[src/rtl/gbe_pkg.sv]
// Shared types and constants for the glyph bitmap expander.
// Used by gbe_ctrl, gbe_dp and glyph_bitmap_expander; depends on nothing.
`timescale 1ns / 1ps

package gbe_pkg;

  // Field widths
  localparam int FONT_W   = 8;
  localparam int WIDTH_W  = 8;
  localparam int COLOR_W  = 16;
  localparam int CFG_IDX_W = 2;
  localparam int BIT_IDX_W = $clog2(FONT_W);

  // Default pixel depth for the colour registers
  localparam int PIXEL_BITS = 16;

  // Register reset values
  localparam logic [WIDTH_W-1:0] GLYPH_WIDTH_RST = 8'd8;
  localparam logic [COLOR_W-1:0] FORE_COLOR_RST  = 16'hFFFF;
  localparam logic [COLOR_W-1:0] BACK_COLOR_RST  = 16'h0000;

  // Index of the last bit of a font byte
  localparam logic [BIT_IDX_W-1:0] LAST_BIT_IDX = BIT_IDX_W'(FONT_W - 1);

  // Configuration register indexes
  typedef enum logic [CFG_IDX_W-1:0] {
    REG_GLYPH_WIDTH = 2'd0,
    REG_FORE_COLOR  = 2'd1,
    REG_BACK_COLOR  = 2'd2
  } cfg_reg_t;

  // Commands from the controller to the datapath
  typedef struct packed {
    logic load;  // take a new font byte
    logic gen;   // produce one pixel into the output register
  } gbe_cmd_t;

  // Status from the datapath to the controller
  typedef struct packed {
    logic byte_last;  // the pixel about to be produced ends the byte
  } gbe_status_t;

endpackage

[src/rtl/gbe_ctrl.sv]
// Controller state machine of the glyph bitmap expander.
// Depends on gbe_pkg; drives gbe_dp through command and status structs.
`timescale 1ns / 1ps

module gbe_ctrl (
  input  logic                 clk,
  input  logic                 rst_n,
  input  logic                 in_tvalid,
  output logic                 in_tready,
  output logic                 out_tvalid,
  input  logic                 out_tready,
  input  gbe_pkg::gbe_status_t status,
  output gbe_pkg::gbe_cmd_t    cmd
);

  typedef enum logic [1:0] {
    ST_IDLE = 2'b01,
    ST_EMIT = 2'b10
  } state_t;

  state_t state_r, state_nxt;
  logic   out_valid_r, out_valid_nxt;
  logic   gen;
  logic   load;

  // While emitting, a pixel is produced whenever the output register is free or being drained.
  assign gen = (state_r == ST_EMIT) && (!out_valid_r || out_tready);

  // The next byte is taken while idle or as the current byte's last pixel goes out.
  assign in_tready = (state_r == ST_IDLE) || (gen && status.byte_last);
  assign load      = in_tvalid && in_tready;

  assign cmd.load  = load;
  assign cmd.gen   = gen;
  assign out_tvalid = out_valid_r;

  // Next state
  always_comb begin
    state_nxt = state_r;
    unique case (state_r)
      ST_IDLE: begin
        if (load) state_nxt = ST_EMIT;
      end
      ST_EMIT: begin
        if (gen && status.byte_last) state_nxt = load ? ST_EMIT : ST_IDLE;
      end
      default: state_nxt = ST_IDLE;
    endcase
  end

  // Output register occupancy
  assign out_valid_nxt = gen || (out_valid_r && !out_tready);

  always_ff @(posedge clk) begin
    if (!rst_n) begin
      state_r     <= ST_IDLE;
      out_valid_r <= 1'b0;
    end else begin
      state_r     <= state_nxt;
      out_valid_r <= out_valid_nxt;
    end
  end

endmodule

[src/rtl/gbe_dp.sv]
// Datapath of the glyph bitmap expander: registers, byte shifter, row counter
// and the pixel output register. Depends on gbe_pkg; controlled by gbe_ctrl.
`timescale 1ns / 1ps

module gbe_dp #(
  parameter int PIXEL_BITS = gbe_pkg::PIXEL_BITS
) (
  input  logic                                clk,
  input  logic                                rst_n,
  input  gbe_pkg::gbe_cmd_t                   cmd,
  output gbe_pkg::gbe_status_t                status,
  input  logic                                cfg_we,
  input  logic [gbe_pkg::CFG_IDX_W-1:0]       cfg_index,
  input  logic [gbe_pkg::COLOR_W-1:0]         cfg_data,
  input  logic [gbe_pkg::FONT_W-1:0]          font_byte,
  input  logic                                glyph_end,
  output logic [gbe_pkg::COLOR_W-1:0]         pixel_color,
  output logic                                row_done,
  output logic                                byte_done
);

  // Stored colour depth: the pixel depth, capped by the output field
  localparam int CW = (PIXEL_BITS < gbe_pkg::COLOR_W) ? PIXEL_BITS : gbe_pkg::COLOR_W;

  logic [gbe_pkg::WIDTH_W-1:0]   width_r;
  logic [CW-1:0]                 fore_r;
  logic [CW-1:0]                 back_r;
  logic [gbe_pkg::WIDTH_W-1:0]   row_left_r, row_left_nxt;
  logic [gbe_pkg::FONT_W-1:0]    byte_r, byte_nxt;
  logic [gbe_pkg::BIT_IDX_W-1:0] bit_idx_r, bit_idx_nxt;
  logic                          last_r, last_nxt;
  logic [gbe_pkg::COLOR_W-1:0]   pix_r;
  logic                          row_done_r;
  logic                          byte_done_r;

  logic [gbe_pkg::WIDTH_W-1:0]   row_dec;
  logic                          row_end;
  logic                          byte_last;
  logic [CW-1:0]                 color_sel;

  // Current pixel: the top bit of the shifted byte picks the colour.
  assign row_dec   = row_left_r - 1'b1;
  assign row_end   = (row_dec == '0);
  assign byte_last = row_end || (bit_idx_r == gbe_pkg::LAST_BIT_IDX);
  assign color_sel = byte_r[gbe_pkg::FONT_W-1] ? fore_r : back_r;

  assign status.byte_last = byte_last;

  // Byte shifter and bit position; a new byte overrides the shift.
  always_comb begin
    byte_nxt    = byte_r;
    bit_idx_nxt = bit_idx_r;
    last_nxt    = last_r;
    if (cmd.gen) begin
      byte_nxt    = {byte_r[gbe_pkg::FONT_W-2:0], 1'b0};
      bit_idx_nxt = bit_idx_r + 1'b1;
    end
    if (cmd.load) begin
      byte_nxt    = font_byte;
      bit_idx_nxt = '0;
      last_nxt    = glyph_end;
    end
  end

  // Row counter: takes a glyph width write, else reloads at a row end or after the glyph's last byte.
  always_comb begin
    row_left_nxt = row_left_r;
    if (cfg_we && (cfg_index == gbe_pkg::REG_GLYPH_WIDTH)) begin
      row_left_nxt = cfg_data[gbe_pkg::WIDTH_W-1:0];
    end else if (cmd.gen) begin
      if (row_end || (byte_last && last_r)) row_left_nxt = width_r;
      else row_left_nxt = row_dec;
    end
  end

  // Configuration registers and row counter
  always_ff @(posedge clk) begin
    if (!rst_n) begin
      width_r    <= gbe_pkg::GLYPH_WIDTH_RST;
      fore_r     <= gbe_pkg::FORE_COLOR_RST[CW-1:0];
      back_r     <= gbe_pkg::BACK_COLOR_RST[CW-1:0];
      row_left_r <= gbe_pkg::GLYPH_WIDTH_RST;
    end else begin
      row_left_r <= row_left_nxt;
      if (cfg_we) begin
        unique case (cfg_index)
          gbe_pkg::REG_GLYPH_WIDTH: width_r <= cfg_data[gbe_pkg::WIDTH_W-1:0];
          gbe_pkg::REG_FORE_COLOR:  fore_r  <= cfg_data[CW-1:0];
          gbe_pkg::REG_BACK_COLOR:  back_r  <= cfg_data[CW-1:0];
          default: ;
        endcase
      end
    end
  end

  // Byte payload and pixel output register
  always_ff @(posedge clk) begin
    byte_r    <= byte_nxt;
    bit_idx_r <= bit_idx_nxt;
    last_r    <= last_nxt;
    if (cmd.gen) begin
      pix_r       <= gbe_pkg::COLOR_W'(color_sel);
      row_done_r  <= row_end;
      byte_done_r <= byte_last;
    end
  end

  assign pixel_color = pix_r;
  assign row_done    = row_done_r;
  assign byte_done   = byte_done_r;

endmodule

[src/rtl/glyph_bitmap_expander.sv]
// Glyph bitmap expander: turns font matrix bytes into a stream of pixel colours.
// The first pixel of a byte goes from the byte register into the pixel output register.
// Throughput: one pixel per cycle from the single pixel output register while out_tready
// does not stall it; a byte gives 1 to 8 pixels, and the next byte is taken with the last pixel.
// Reset (synchronous, rst_n low): width 8, foreground 0xFFFF, background 0, row restarts.
// Depends on gbe_pkg, gbe_ctrl and gbe_dp.
`timescale 1ns / 1ps

module glyph_bitmap_expander #(
  parameter int PIXEL_BITS = gbe_pkg::PIXEL_BITS
) (
  input  logic                          clk,
  input  logic                          rst_n,
  // Input items
  input  logic                          in_tvalid,
  output logic                          in_tready,
  input  logic [7:0]                    in_tdata,   // [7:0] font_byte
  input  logic                          in_tlast,   // glyph_end
  // Result items
  output logic                          out_tvalid,
  input  logic                          out_tready,
  output logic [15:0]                   out_tdata,  // [15:0] pixel_color
  output logic                          out_tuser,  // row_done
  output logic                          out_tlast,  // byte_done
  // Configuration writes
  input  logic                          cfg_valid,
  output logic                          cfg_ready,
  input  logic [gbe_pkg::CFG_IDX_W-1:0] cfg_index,
  input  logic [15:0]                   cfg_data
);

  gbe_pkg::gbe_cmd_t    cmd;
  gbe_pkg::gbe_status_t status;

  // Registers are written whenever presented.
  assign cfg_ready = 1'b1;

  gbe_ctrl u_ctrl (
    .clk        (clk),
    .rst_n      (rst_n),
    .in_tvalid  (in_tvalid),
    .in_tready  (in_tready),
    .out_tvalid (out_tvalid),
    .out_tready (out_tready),
    .status     (status),
    .cmd        (cmd)
  );

  gbe_dp #(
    .PIXEL_BITS (PIXEL_BITS)
  ) u_dp (
    .clk         (clk),
    .rst_n       (rst_n),
    .cmd         (cmd),
    .status      (status),
    .cfg_we      (cfg_valid && cfg_ready),
    .cfg_index   (cfg_index),
    .cfg_data    (cfg_data),
    .font_byte   (in_tdata),
    .glyph_end   (in_tlast),
    .pixel_color (out_tdata),
    .row_done    (out_tuser),
    .byte_done   (out_tlast)
  );

endmodule
[config.mk]
export PLATFORM = sky130hd
export DESIGN_NAME = glyph_bitmap_expander
export DESIGN_NICKNAME = d
export VERILOG_FILES = /design/src/rtl/gbe_pkg.sv /design/src/rtl/gbe_ctrl.sv /design/src/rtl/gbe_dp.sv /design/src/rtl/glyph_bitmap_expander.sv
export SDC_FILE = /design/constraint.sdc
export NUM_CORES = 1
export LEC_CHECK = 0
export BUFFER_PORTS_ARGS = -buffer_cell sky130_fd_sc_hd__buf_2
export CORE_MARGIN = 2
export CORE_UTILIZATION = 61
export DETAILED_ROUTE_END_ITERATION = 10
export GPL_TIMING_DRIVEN = 0
export PLACE_DENSITY = 0.84
export SYNTH_ARGS = -nofsm -noshare
export SYNTH_HDL_FRONTEND = slang
export SYNTH_SLANG_ARGS = --single-unit
[constraint.sdc]
create_clock -name clk -period 6 [get_ports clk]
set_input_delay 0.3 -clock clk [delete_from_list [all_inputs] [get_ports clk]]
set_output_delay 0.3 -clock clk [all_outputs]
set_load 0.03 [all_outputs]
==> impl_metrics.ini <==
[sta]
tns_ns = 0
skew_ns = 0.01033
fin_crit_ns = 3.085
hold_viol = 0
rsz0062_at_grt = no
fmax_mhz = 324.2
finalCritPeriodShare_pct = 51.41
slew_violations = 0
tightestPinTransition_ns = 0.7732
finalSetupViolCount = 0
maxSlewHeadroom_pct = 48.34

[global_routing]
met2_usage_pct = 40.58
grt.total_usage_pct = 25.61
met1_usage_pct = 33.43
grt-ovfl-total = 0
grt_pass1_wl_mm = 12.63
grt_pass1_vias = 2637
grt.busiest_layer = met2
grt_use_met3_pct = 7.222
grt_max_degree = 28
antenna_found_initial = 0

[critical_path]
worst-path-buf-inv = 2
slowest_delay_ns = 0.52
path_max_fanout = 6
endpoint_kind = output port
start_kind = register
arrival_ns = 2.78
path_cells = inv_1, ha_1, or4b_4, xnor2_2, a2bb2oi_4, o41ai_4, or2_1, buf_2
worstPathRequired_ns = 5.70
crit_family = simple AND/OR/NAND/NOR gates
crit_type = register to output port
cp_slowest_cell = or4b_4

[route]
drtIter0Drc = 281
vias = 2835
drt_first_pass_iters = 4
antenna_left = 0
drc = 0
wl_mm = 7.863
viasPerCell = 5.625
post_drt_wl_per_cell_um = 15.60

[logic_synthesis]
async_reset_ff_share_pct = 0
synth.area.top_cells = dfxtp_1 30%, edfxtp_1 22%, nand2_1 10%
avgSynthCellArea_um2 = 9.951
synth_edf_count = 27
ys_ff_latch = 81
ys_top_cells_by_count = 99 x nand2_1, 54 x dfxtp_1, 27 x edfxtp_1
post-synth-top-count-cell = nand2_1
synth_area_um2 = 3612
ys.flop_type = dfxtp_1
netlist-cell-type-count = 53
yosys.area.top_type = dfxtp_1
synthCells = 363
synth.net_count = 401
yosysTopAreaCellShare_pct = 29.93
ys_warn_count = 0
ys_seq_area_share_pct = 52.37

[final_layout]
synthToLayoutAreaGrowth_pct = 15.62
drive_gt1_share_pct = 23.08
nets = 462
fill_cells = 445
n_antenna_cell = 0

[die]
initial_core_util_pct = 62.11
die_h_um = 80.95
fp.coreArea_um2 = 5816
io_pins = 53
die_w_um = 80.95
rows = 28
fp.dieArea_um2 = 6553

[place]
gp_congestion = 0.8837
place.port_buffers = 50
dp_hpwl_mm = 5.272

[min_path]
min_path_type = primary input to register

[clock_network]
clockRootBuffer = clkbuf_8
insertion_delay_ns = 0.35
cts_resized = 0
cts_tree = yes
clockBufferDepth = 2
post_cts_buffers = 0
numCtsBuffers = 9
postCtsHoldBufs = 0
cts_max_level = 3
clock_sinks = 81
cts.clk_slew.worst_paths_ns = 0.08

[run]
max-cap-violations = 0

[pwr]
ir_drop_mv = 0.1810
leakagePower_nw = 1.730
power_density_nw_per_um2 = 304.3
power_mw = 1.271

[status]
status = finished, final reports clean
==> report_power, final <==
part	switching [mW]	leakage (nW)	total (mW)	internal [mW]
Sequential	0.0189	0.693	0.630	0.611
Combinational	0.110	0.932	0.204	0.0933
Clock	0.201	0.104	0.438	0.237
Total	0.330	1.73	1.27	0.941
==> kinds of logic (layout without fill, tap and decap cells) <==
kind of cell | after synthesis | in the layout | synth area share (%)
compound gates | 63 | 63 | 12.85
xor+xnor | 6 | 6 | 1.663
fa+ha+maj | 6 | 6 | 2.078
buf+inv | 28 | 94 | 3.256
flops | 81 | 81 | 52.37
mux | 28 | 28 | 9.075
other cells | 1 | 1 | 0.1038
simple gates | 150 | 150 | 18.60
==> cell type report <==
cell class	instances	area (um2)	share of cell area, %
multi-input cells	254	1603	38.38
inverters	9	33.78	0.8089
clock buffers	10	127.6	3.056
flip-flops and latches	81	1892	45.30
repair buffers	50	250.2	5.992
well taps	75	93.84	2.247
clock inverters	6	91.34	2.187
plain buffers	19	85.08	2.037
==> placed cells by master (no fill, tap or decap), types with 2 or more instances in the layout <==
master,instances
buf_2,51
nand3b_1,4
o2bb2ai_1,3
a21boi_1,16
nor3_1,5
o21ai_1,5
nand2_1,99
nor2_1,9
a21boi_0,2
mux2_4,5
or2_1,2
xor2_1,3
bufinv_16,2
mux2i_1,5
inv_1,8
o21a_1,2
clkinvlp_4,2
and2_1,2
nand3_1,16
a22oi_1,3
ha_1,6
mux2_1,2
and3_1,3
dfxtp_1,54
clkbuf_1,16
o31ai_1,3
edfxtp_1,27
xnor2_1,2
and3b_1,2
o21ai_0,5
a21oi_1,14
clkbuf_8,9
mux2_2,16
==> final timing paths <==
kind / start / end / slack, ns / cells past startpoint
hold reg to reg: u_dp.back_r[13] / u_dp.back_r[13] / 0.46 / 2
setup reg to reg: u_dp.row_left_r[0] / u_dp.byte_r[5] / 2.96 / 9
hold / removal: in_tlast / u_dp.last_r / 0.13 / 1
setup / recovery: u_dp.row_left_r[0] / in_tready / 2.92 / 8
==> state kept, by name, summed over array words and instances (netlist names) <==
register and count:
u_dp.row_done 1, u_dp.byte_r 8, u_dp.last_r 1, u_dp.pixel_color 16, u_dp.back_r 16, u_ctrl.state_r 2, u_ctrl.out_tvalid 1, u_dp.row_left_r 8
u_dp.byte_done 1, u_dp.fore_r 16, u_dp.width_r 8, u_dp.bit_idx_r 3
==> metrics by stage <==
stage / instances / worst slack, ns / util (%) / area, um2 / hold WS, ns
2_1_floorplan: 363 / 3.236 / - / 3612 / 0.3989
3_3_place_gp: 488 / 3.010 / 68.03 / 3956 / 0.4391
3_5_place_dp: 488 / 2.982 / 68.03 / 3956 / 0.4474
4_1_cts: 504 / 2.900 / 71.79 / 4175 / 0.1189
5_1_grt: 504 / 2.745 / 71.82 / 4177 / 0.1132
6_report: 504 / 2.915 / 71.82 / 4177 / 0.1263
==> routing by layer <==
metal,share of wire (%),up-vias,routed length [um]
li1,-,1384,-
met1,44,1345,3470
met2,48,93,3784
met3,6.2,13,488
met4,1.5,0,120
met5,0,-,0
Power figures use the tool's default switching activity.
